## src/rtl/core/tcon_pkg.sv

```systemverilog
`default_nettype none

package tcon_pkg;

  localparam int CMD_W     = 2;
  localparam int CHAR_W    = 8;
  localparam int ATTR_W    = 8;
  localparam int CELL_W    = CHAR_W + ATTR_W;
  localparam int COL_IN_W  = 7;
  localparam int ROW_IN_W  = 5;
  localparam int CFG_IDX_W = 2;
  localparam int CFG_DAT_W = 8;

  localparam logic [CHAR_W-1:0] NEWLINE_CODE = 8'd10;
  localparam logic [CHAR_W-1:0] SPACE_CODE   = 8'h20;
  localparam logic [CHAR_W-1:0] CLEAR_CODE   = 8'h00;
  localparam logic [ATTR_W-1:0] ATTR_RESET   = 8'd7;

  typedef enum logic [CFG_IDX_W-1:0] {
    CFG_TEXT_ATTR      = 2'd0,
    CFG_CURSOR_VISIBLE = 2'd1
  } cfg_idx_t;

  typedef enum logic [CMD_W-1:0] {
    CMD_PUT   = 2'd0,
    CMD_SET   = 2'd1,
    CMD_CLEAR = 2'd2,
    CMD_READ  = 2'd3
  } cmd_t;

  typedef enum logic [2:0] {
    ST_BOOT,
    ST_BOOT_WAIT,
    ST_IDLE,
    ST_PUT,
    ST_READ,
    ST_SWEEP,
    ST_RESP
  } state_t;

  typedef enum logic [1:0] {
    SW_INIT,
    SW_CLEAR,
    SW_SCROLL
  } sweep_mode_t;

  typedef enum logic [1:0] {
    SWS_IDLE,
    SWS_COPY,
    SWS_FILL
  } sweep_state_t;

  typedef struct packed {
    logic        start;
    sweep_mode_t mode;
  } sweep_req_t;

  typedef struct packed {
    logic busy;
    logic done;
  } sweep_stat_t;

endpackage

`default_nettype wire

```

## src/rtl/core/tcon_sweep.sv

```systemverilog
`default_nettype none

// Whole-screen sweeps: reset clear, clear command, scroll (copy up + blank row).
module tcon_sweep #(
  parameter int COLS = 80,
  parameter int ROWS = 25
) (
  input  wire logic                                   clk,
  input  wire logic                                   rst,
  input  wire logic [tcon_pkg::ATTR_W-1:0]            attr,
  input  wire tcon_pkg::sweep_req_t                   req,
  output tcon_pkg::sweep_stat_t                       stat,
  output logic      [$clog2(COLS*ROWS)-1:0]           ram_raddr,
  output logic                                        ram_we,
  output logic      [$clog2(COLS*ROWS)-1:0]           ram_waddr,
  output logic      [tcon_pkg::CELL_W-1:0]            ram_wdata,
  input  wire logic [tcon_pkg::CELL_W-1:0]            ram_rdata
);

  localparam int NCELL = COLS * ROWS;
  localparam int CPY   = COLS * (ROWS - 1);
  localparam int AW    = $clog2(NCELL);

  tcon_pkg::sweep_state_t state, state_next;
  logic [AW-1:0]               cnt;
  logic [AW-1:0]               pend_addr;
  logic                        pend;
  logic [tcon_pkg::CELL_W-1:0] fill_val;
  logic                        copy_end;
  logic                        fill_end;

  assign copy_end = (cnt == AW'(CPY));
  assign fill_end = (cnt == AW'(NCELL - 1));

  always_comb begin
    state_next = state;
    unique case (state)
      tcon_pkg::SWS_IDLE: begin
        if (req.start) begin
          state_next = (req.mode == tcon_pkg::SW_SCROLL) ? tcon_pkg::SWS_COPY
                                                         : tcon_pkg::SWS_FILL;
        end
      end
      tcon_pkg::SWS_COPY: begin
        if (copy_end) begin
          state_next = tcon_pkg::SWS_FILL;
        end
      end
      tcon_pkg::SWS_FILL: begin
        if (fill_end) begin
          state_next = tcon_pkg::SWS_IDLE;
        end
      end
      default: state_next = tcon_pkg::SWS_IDLE;
    endcase
  end

  always_ff @(posedge clk) begin
    if (rst) begin
      state <= tcon_pkg::SWS_IDLE;
      pend  <= 1'b0;
    end else begin
      state <= state_next;
      pend  <= (state == tcon_pkg::SWS_COPY) && !copy_end;
    end
  end

  // Copy ends with cnt at the first cell of the last row, where the fill starts.
  always_ff @(posedge clk) begin
    pend_addr <= cnt;
    unique case (state)
      tcon_pkg::SWS_IDLE: begin
        cnt <= '0;
        if (req.start) begin
          unique case (req.mode)
            tcon_pkg::SW_INIT:   fill_val <= '0;
            tcon_pkg::SW_CLEAR:  fill_val <= {attr, tcon_pkg::CLEAR_CODE};
            tcon_pkg::SW_SCROLL: fill_val <= {attr, tcon_pkg::SPACE_CODE};
            default:             fill_val <= '0;
          endcase
        end
      end
      tcon_pkg::SWS_COPY: begin
        if (!copy_end) begin
          cnt <= cnt + AW'(1);
        end
      end
      tcon_pkg::SWS_FILL: begin
        if (!fill_end) begin
          cnt <= cnt + AW'(1);
        end
      end
      default: cnt <= '0;
    endcase
  end

  always_comb begin
    ram_raddr = AW'(cnt + AW'(COLS));
    ram_we    = pend || (state == tcon_pkg::SWS_FILL);
    ram_waddr = pend ? pend_addr : cnt;
    ram_wdata = pend ? ram_rdata : fill_val;
    stat.busy = (state != tcon_pkg::SWS_IDLE);
    stat.done = (state == tcon_pkg::SWS_FILL) && fill_end;
  end

endmodule

`default_nettype wire

```

## config.mk

```make
export PLATFORM = sky130hd
export DESIGN_NAME = tcon_sweep
export DESIGN_NICKNAME = d
export VERILOG_FILES = /design/src/rtl/core/tcon_pkg.sv /design/src/rtl/core/tcon_sweep.sv
export SDC_FILE = /design/constraint.sdc
export NUM_CORES = 1
export LEC_CHECK = 0
export BUFFER_PORTS_ARGS = -buffer_cell sky130_fd_sc_hd__buf_4
export CAP_MARGIN = 25
export CORE_MARGIN = 8
export CORE_UTILIZATION = 44
export CTS_CLUSTER_DIAMETER = 100
export CTS_CLUSTER_SIZE = 16
export DETAILED_ROUTE_END_ITERATION = 12
export PLACE_DENSITY = 0.76
export SKIP_CTS_REPAIR_TIMING = 1
export SYNTH_ARGS = -nofsm -noshare
export SYNTH_HDL_FRONTEND = slang
export SYNTH_SLANG_ARGS = --single-unit
```

## constraint.sdc

```tcl
create_clock -name clk -period 1.89 [get_ports clk]
set_input_delay 0.378 -clock clk [delete_from_list [all_inputs] [get_ports clk]]
set_output_delay 0.378 -clock clk [all_outputs]
set_load 0.005 [all_outputs]
```

==> run_summary.xml, run 1 <==
<?xml version="1.0" encoding="UTF-8"?>
<metrics>
  <group name="worst_hold_path">
    <metric name="worst_hold_path_type" unit="">input port to flop</metric>
    <metric name="hold_start" unit="">rst</metric>
    <metric name="min_delay_worst_endpoint" unit="">state[1]</metric>
    <metric name="worstHoldPathCells" unit="">2</metric>
  </group>
  <group name="logic_synthesis">
    <metric name="synth_top_flop_cell" unit="">sky130_fd_sc_hd__edfxtp_1</metric>
    <metric name="seq_area_frac_synth" unit="%">47.44</metric>
    <metric name="synth_area" unit="sq um">1857</metric>
    <metric name="share_of_flip_flops_with_an_asynchronous_set_or_reset_after_synthesis" unit="%">0</metric>
    <metric name="postSynthRegisterBits" unit="">34</metric>
    <metric name="synthMostInstantiatedCell" unit="">sky130_fd_sc_hd__and2_1</metric>
    <metric name="synth.area.top_cells" unit="">sky130_fd_sc_hd__edfxtp_1 32%, sky130_fd_sc_hd__dfxtp_1 15%, sky130_fd_sc_hd__mux2_2 9.7%</metric>
    <metric name="synthesis.yosys.warnings" unit="">0</metric>
    <metric name="synth.lib_cells_used.distinct" unit="">33</metric>
    <metric name="synth.cells.most_frequent" unit="">25 x sky130_fd_sc_hd__and2_1, 20 x sky130_fd_sc_hd__edfxtp_1, 16 x sky130_fd_sc_hd__mux2_2</metric>
    <metric name="synth_largest_area_cell" unit="">sky130_fd_sc_hd__edfxtp_1</metric>
    <metric name="synth_enable_flop_cells" unit="">20</metric>
    <metric name="synth.net_count" unit="">205</metric>
    <metric name="postSynthCellCount" unit="">166</metric>
    <metric name="synth_top_area_share" unit="%">32.35</metric>
    <metric name="synth_area_per_cell" unit="sq um">11.19</metric>
  </group>
  <group name="place">
    <metric name="portBuffers" unit="">69</metric>
    <metric name="place.gp.congestion" unit="">0.8442</metric>
    <metric name="post_place_setup_slack" unit="ps">117.2</metric>
    <metric name="detailed_place_hpwl" unit="microns">3500</metric>
    <metric name="placedCellCount" unit="">287</metric>
    <metric name="dpl-instance-area" unit="sq um">2492</metric>
  </group>
  <group name="cts">
    <metric name="htree_levels" unit="">2</metric>
    <metric name="cts-root-to-sink-buffers" unit="">2</metric>
    <metric name="insertion_delay" unit="ps">290</metric>
    <metric name="clk_transition_reported_paths" unit="ps">70</metric>
    <metric name="tritoncts" unit="">done</metric>
    <metric name="cts_inserted_buffers" unit="">5</metric>
    <metric name="clk_root_buffer_cell" unit="">sky130_fd_sc_hd__clkbuf_8</metric>
    <metric name="clkSinkCount" unit="">34</metric>
  </group>
  <group name="global_route">
    <metric name="grt_remaining_overflow" unit="">0</metric>
    <metric name="grt_first_pass_wirelength" unit="microns">6948</metric>
    <metric name="initial_antenna_violation_count" unit="">0</metric>
    <metric name="vias_in_the_first_global_route" unit="">1457</metric>
    <metric name="global_route.usage.total" unit="%">13.66</metric>
    <metric name="grt_start_max_net_pins" unit="">19</metric>
  </group>
  <group name="power_and_ir_drop">
    <metric name="power-per-cell-area" unit="nW/um^2">718.6</metric>
    <metric name="power_frac_seq" unit="%">46.2</metric>
    <metric name="fin_total_pwr" unit="mW">1.929</metric>
    <metric name="clock_power_share" unit="%">29.8</metric>
    <metric name="p_int" unit="mW">1.408</metric>
    <metric name="power.ir.vdd_worst" unit="uV">543.5</metric>
    <metric name="p_leak" unit="nW">1.233</metric>
    <metric name="power.share.switching" unit="%">27.01</metric>
    <metric name="netSwitchingPower" unit="uW">521.2</metric>
    <metric name="comb_power_share" unit="%">24.0</metric>
  </group>
  <group name="layout">
    <metric name="drive_gt1_share" unit="%">51.00</metric>
    <metric name="finalNonFillerCells" unit="">301</metric>
    <metric name="antenna_cells_inserted" unit="">0</metric>
    <metric name="multi_input_area" unit="sq um">928.4</metric>
    <metric name="syn2layout_area_growth" unit="%">44.61</metric>
    <metric name="seq_area" unit="sq um">880.8</metric>
    <metric name="nNetsFinal" unit="">289</metric>
    <metric name="fillers" unit="">320</metric>
    <metric name="layout.cell_area.non_filler" unit="sq um">2685</metric>
    <metric name="final_core_util" unit="%">66.65</metric>
  </group>
  <group name="setup_path">
    <metric name="r2r_setup_slack" unit="ps">150</metric>
    <metric name="timing.setup.critical_path_class" unit="">flop to output port</metric>
    <metric name="crit_arrival" unit="ps">1560</metric>
    <metric name="cp.required" unit="ps">1510</metric>
    <metric name="timing.critical_path.fanout_max" unit="">5</metric>
    <metric name="regToRegEndpoint" unit="">state[0]</metric>
    <metric name="timing.reg2reg.worst_path_depth" unit="">6</metric>
    <metric name="start_kind" unit="">flop</metric>
    <metric name="timing.rr.start" unit="">cnt[1]</metric>
    <metric name="critical_path.endpoint_type" unit="">output port</metric>
  </group>
  <group name="floorplan">
    <metric name="placementRows" unit="">23</metric>
    <metric name="die_height" unit="microns">80.96</metric>
    <metric name="core" unit="sq um">4029</metric>
    <metric name="floorplan_die_area" unit="sq um">6555</metric>
    <metric name="pin_count" unit="">70</metric>
    <metric name="initial_utilization" unit="%">46.09</metric>
    <metric name="die_width" unit="microns">80.96</metric>
  </group>
  <group name="routing">
    <metric name="routed_wire_length_per_instance" unit="microns">15.50</metric>
    <metric name="num_vias" unit="">1467</metric>
    <metric name="drtPass1Iterations" unit="">4</metric>
    <metric name="antenna_left" unit="">0</metric>
    <metric name="drt-initial-drc-count" unit="">63</metric>
    <metric name="drc_errors" unit="">0</metric>
    <metric name="drt-total-wl" unit="microns">4667</metric>
    <metric name="drt-vias-per-instance" unit="">4.874</metric>
  </group>
  <group name="timing">
    <metric name="post-route-period-util" unit="%">102.6</metric>
    <metric name="finalHoldViolations" unit="">0</metric>
    <metric name="worst-slew-pin-transition" unit="ps">448.7</metric>
    <metric name="slew_violations" unit="">0</metric>
    <metric name="grt_setup_unrepaired" unit="">yes</metric>
    <metric name="finalSetupViolations" unit="">2</metric>
    <metric name="fin_ws" unit="ps">-48.89</metric>
    <metric name="timing.slew.headroom" unit="%">69.98</metric>
    <metric name="finClkSkew" unit="ps">7.669</metric>
    <metric name="max_freq" unit="GHz">0.5158</metric>
    <metric name="finalWorstPathRequiredPeriod" unit="ps">1939</metric>
  </group>
  <group name="outcome">
    <metric name="failed_checks" unit="">negative setup slack</metric>
    <metric name="outcome" unit="">finished with violations</metric>
  </group>
  <group name="run">
    <metric name="cap_violations" unit="">0</metric>
  </group>
</metrics>
==> state kept, by name, indices dropped and copies added, names as in the netlist <==
signal     count
cnt           11
pend_addr     11
fill_val       9
state          2
pend           1
==> power by group through the flow <==
stage / clock [mW] / sequential (mW) / combinational, mW
2_1_floorplan: 0 / 0.898 / 0.235
3_3_place_gp: 0 / 0.899 / 0.451
3_5_place_dp: 0 / 0.902 / 0.456
4_1_cts: 0.582 / 0.886 / 0.460
5_1_grt: 0.609 / 0.897 / 0.503
6_report: 0.576 / 0.891 / 0.463
==> layout by cell type, fill, tap and decap left out, types with 4 or more instances in the layout <==
cell type / Yosys / final
sky130_fd_sc_hd__buf_4: 5 / 86
sky130_fd_sc_hd__and2_1: 25 / 25
sky130_fd_sc_hd__edfxtp_1: 20 / 20
sky130_fd_sc_hd__mux2_2: 16 / 16
sky130_fd_sc_hd__dfxtp_1: 14 / 14
sky130_fd_sc_hd__inv_1: 11 / 10
sky130_fd_sc_hd__xnor2_1: 9 / 9
sky130_fd_sc_hd__nand2_1: 8 / 8
sky130_fd_sc_hd__ha_1: 10 / 7
sky130_fd_sc_hd__o21ai_0: 7 / 6
sky130_fd_sc_hd__clkbuf_8: 0 / 6
sky130_fd_sc_hd__nor2_1: 5 / 5
sky130_fd_sc_hd__nand3_1: 5 / 5
sky130_fd_sc_hd__xor2_1: 4 / 4
==> metrics by stage <==
stage	hold WS [ps]	TNS [ps]
floorplan	349.3	0
global placement	464.0	0
global route	261.5	-335.4
detailed placement	490.5	0
CTS	261.0	-412.9
finish	269.0	-70.37
==> routing by layer <==
metal | track usage (%) | up-vias | wire, microns
met1 | 15.01 | 682 | 1839
li1 | - | 733 | -
met3 | 4.636 | 8 | 339
met5 | 0 | - | 0
met4 | 6.607 | 0 | 95
met2 | 23.18 | 44 | 2393
==> kinds of logic after synthesis <==
logic type	count (synthesis)	synth area share, %
XOR/XNOR	13	6.132
multiplexers	16	9.703
AO/OA/AOI/OAI	16	6.401
flip-flops	34	47.44
adder cells (fa/ha/maj)	10	6.739
AND/OR/NAND/NOR	55	17.59
buffers and inverters	22	5.997
==> worst max path at each step <==
stage	end	start	slack [ps]	depth (start not counted)
finish	stat[0]	cnt[5]	-50	5
global route	stat[0]	cnt[4]	-100	5
CTS	stat[0]	cnt[4]	-190	5
detailed placement	cnt[5]	cnt[4]	120	6
global placement	cnt[4]	cnt[4]	160	6
floorplan	cnt[0]	cnt[7]	90	5
==> critical path: stages, from the launching register on <==
cell and delay, ps:
sky130_fd_sc_hd__edfxtp_1 470, sky130_fd_sc_hd__inv_1 150, sky130_fd_sc_hd__ha_4 150, sky130_fd_sc_hd__and3_4 190, sky130_fd_sc_hd__and3_4 210, sky130_fd_sc_hd__buf_6 100
==> layout make-up <==
type                    count  area share [%]
multi-input cells         110           34.58
inverters                  11           1.538
clock buffers               6           3.075
well taps                  50           2.330
flip-flops and latches     34           32.81
clock inverters             2          0.4660
repair buffers             88           25.21
Power figures use the tool's default switching activity.
==> run 2, diff against run 1 <==
Settings changed: RECOVER_POWER set to 25.
==> run 2 against run 1 <==
The run still ends with negative setup slack left. Clock skew about the same. Maximum frequency up 0.33%. Setup slack better by 6.3 ps. Global-route usage unchanged. Via count about the same. Non-clock buffer count unchanged. Worst hold slack better by 0.51 ps. Largest cell class unchanged. Highest routed layer unchanged. First-iteration DRC count up 41%. Power down 0.54%. Count of clock-buffer cells in the layout unchanged. Flip-flop and latch count unchanged.
==> run_summary.xml, run 2 (synthesized netlist as in run 1, its figures left out) <==
<?xml version="1.0" encoding="UTF-8"?>
<metrics>
  <group name="timing">
    <metric name="fin_ws" unit="ps">-42.58</metric>
    <metric name="finalSetupViolations" unit="">2</metric>
    <metric name="finClkSkew" unit="ps">7.714</metric>
    <metric name="finalWorstPathRequiredPeriod" unit="ps">1933</metric>
    <metric name="finalHoldViolations" unit="">0</metric>
    <metric name="timing.slew.headroom" unit="%">69.89</metric>
    <metric name="grt_setup_unrepaired" unit="">yes</metric>
    <metric name="worst_hold_slack" unit="ps">269.5</metric>
    <metric name="max_freq" unit="GHz">0.5174</metric>
    <metric name="slew_violations" unit="">0</metric>
    <metric name="worst-slew-pin-transition" unit="ps">450.0</metric>
    <metric name="post-route-period-util" unit="%">102.3</metric>
  </group>
  <group name="routing">
    <metric name="antenna_left" unit="">0</metric>
    <metric name="num_vias" unit="">1466</metric>
    <metric name="drt-vias-per-instance" unit="">4.870</metric>
    <metric name="routed_wire_length_per_instance" unit="microns">15.47</metric>
    <metric name="drtPass1Iterations" unit="">4</metric>
    <metric name="drt-initial-drc-count" unit="">89</metric>
    <metric name="drt-total-wl" unit="microns">4656</metric>
    <metric name="drc_errors" unit="">0</metric>
  </group>
  <group name="place">
    <metric name="detailed_place_hpwl" unit="microns">3500</metric>
    <metric name="portBuffers" unit="">69</metric>
    <metric name="place.gp.congestion" unit="">0.8442</metric>
    <metric name="placedCellCount" unit="">287</metric>
  </group>
  <group name="setup_path">
    <metric name="cp.required" unit="ps">1510</metric>
    <metric name="start_kind" unit="">flop</metric>
    <metric name="timing.critical_path.fanout_max" unit="">5</metric>
    <metric name="critical_path.endpoint_type" unit="">output port</metric>
    <metric name="worst_path_largest_cell_delay" unit="ps">470</metric>
    <metric name="critPathSlowestCell" unit="">sky130_fd_sc_hd__edfxtp_1</metric>
    <metric name="r2r_setup_slack" unit="ps">160</metric>
    <metric name="crit_arrival" unit="ps">1550</metric>
    <metric name="timing.setup.critical_path_class" unit="">flop to output port</metric>
    <metric name="crit_path_frequent_cell" unit="">sky130_fd_sc_hd__and3_4</metric>
    <metric name="crit_path_cell_trace" unit="">inv_1 &gt; ha_4 &gt; and3_4 &gt; and3_4 &gt; buf_6</metric>
  </group>
  <group name="cts">
    <metric name="cts-root-to-sink-buffers" unit="">2</metric>
    <metric name="cts_inserted_buffers" unit="">5</metric>
    <metric name="insertion_delay" unit="ps">290</metric>
    <metric name="tritoncts" unit="">done</metric>
    <metric name="clk_root_buffer_cell" unit="">sky130_fd_sc_hd__clkbuf_8</metric>
    <metric name="clkSinkCount" unit="">34</metric>
    <metric name="clk_transition_reported_paths" unit="ps">70</metric>
    <metric name="htree_levels" unit="">2</metric>
  </group>
  <group name="layout">
    <metric name="mostFrequentLayoutCell" unit="">sky130_fd_sc_hd__buf_4</metric>
    <metric name="final_cell_mix" unit="">80 x sky130_fd_sc_hd__buf_4, 25 x sky130_fd_sc_hd__and2_1, 20 x sky130_fd_sc_hd__edfxtp_1</metric>
    <metric name="nNetsFinal" unit="">289</metric>
    <metric name="reg.largest.list" unit="">cnt: 11 flops, pend_addr: 11 flops, fill_val: 9 flops</metric>
    <metric name="finalNonFillerCells" unit="">301</metric>
    <metric name="antenna_cells_inserted" unit="">0</metric>
    <metric name="drive_gt1_share" unit="%">49.00</metric>
    <metric name="syn2layout_area_growth" unit="%">43.60</metric>
  </group>
  <group name="power_and_ir_drop">
    <metric name="netSwitchingPower" unit="uW">518.0</metric>
    <metric name="clock_power_share" unit="%">30.0</metric>
    <metric name="p_leak" unit="nW">1.212</metric>
    <metric name="p_int" unit="mW">1.401</metric>
    <metric name="power_frac_seq" unit="%">46.4</metric>
    <metric name="power.ir.vdd_worst" unit="uV">542.7</metric>
    <metric name="power.share.switching" unit="%">27.00</metric>
    <metric name="comb_power_share" unit="%">23.7</metric>
    <metric name="power-per-cell-area" unit="nW/um^2">719.7</metric>
  </group>
  <group name="floorplan">
    <metric name="placementRows" unit="">23</metric>
    <metric name="core" unit="sq um">4029</metric>
    <metric name="initial_utilization" unit="%">46.09</metric>
    <metric name="die_height" unit="microns">80.96</metric>
    <metric name="die_width" unit="microns">80.96</metric>
    <metric name="pin_count" unit="">70</metric>
    <metric name="floorplan_die_area" unit="sq um">6555</metric>
  </group>
  <group name="global_route">
    <metric name="grt_remaining_overflow" unit="">0</metric>
    <metric name="grt_start_max_net_pins" unit="">19</metric>
    <metric name="grt_first_pass_wirelength" unit="microns">6948</metric>
    <metric name="initial_antenna_violation_count" unit="">0</metric>
    <metric name="vias_in_the_first_global_route" unit="">1457</metric>
    <metric name="global_route.usage.total" unit="%">13.66</metric>
  </group>
  <group name="outcome">
    <metric name="outcome" unit="">finished with violations</metric>
    <metric name="failed_checks" unit="">negative setup slack</metric>
  </group>
  <group name="run">
    <metric name="cap_violations" unit="">0</metric>
  </group>
  <group name="worst_hold_path">
    <metric name="worst_hold_path_type" unit="">input port to flop</metric>
  </group>
</metrics>
run 2: cell count changes in the layout (fill, tap and decap cells not counted):
cell	before	now
sky130_fd_sc_hd__buf_4	86	80
sky130_fd_sc_hd__clkbuf_1	0	5
sky130_fd_sc_hd__clkbuf_4	0	1
run 2: path summary, 6_finish.rpt:
| check | startpoint | end | cells after the start |
|---|---|---|---|
| worst max register to register | cnt[1] | state[0] | 6 |
| worst max-delay path | cnt[5] | stat[0] | 5 |
| worst min-delay path | rst | state[1] | 2 |
| worst min register to register | cnt[8] | pend_addr[8] | 1 |
run 2: final cells by class:
type / count / area (sq um)
repair buffers: 88 / 658.1
inverters: 11 / 41.29
multi-input cells: 110 / 928.4
fillers: 328 / 1363
clock buffers: 6 / 82.58
clock inverters: 2 / 12.51
well taps: 50 / 62.56
flip-flops and latches: 34 / 880.8
run 2: through the flow:
stage               TNS [ps]  area (sq um)  util, %  worst slack [ps]  total power, mW
detailed placement         0          2492    61.86             117.2            1.358
CTS                   -412.9          2587    64.22            -186.9            1.927
global route          -335.9          2666    66.18            -102.1            2.002
global placement           0          2492    61.86             157.9            1.350
floorplan                  0          1872        -             88.93            1.132
finish                -61.70          2666    66.18            -42.58            1.919
run 2: metal layers:
layer | track usage, % | share of wire [%] | vias to the layer above
met4 | 6.607 | 2.0 | 0
met5 | 0 | 0 | -
met1 | 15.01 | 39 | 681
met2 | 23.18 | 52 | 44
li1 | - | - | 733
met3 | 4.636 | 7.3 | 8
run 2: worst max-delay path, delay by kind of cell (launching register included):
kind / cells / cell delay, ps
simple gates: 2 / 400
flops: 1 / 470
buf+inv: 2 / 250
fa+ha+maj: 1 / 150
run 2: power groups by stage:
stage / registers, mW / logic (mW) / clock network [mW]
2_1_floorplan: 0.898 / 0.235 / 0
3_3_place_gp: 0.899 / 0.451 / 0
3_5_place_dp: 0.902 / 0.456 / 0
4_1_cts: 0.886 / 0.460 / 0.582
5_1_grt: 0.897 / 0.496 / 0.609
6_report: 0.890 / 0.454 / 0.575
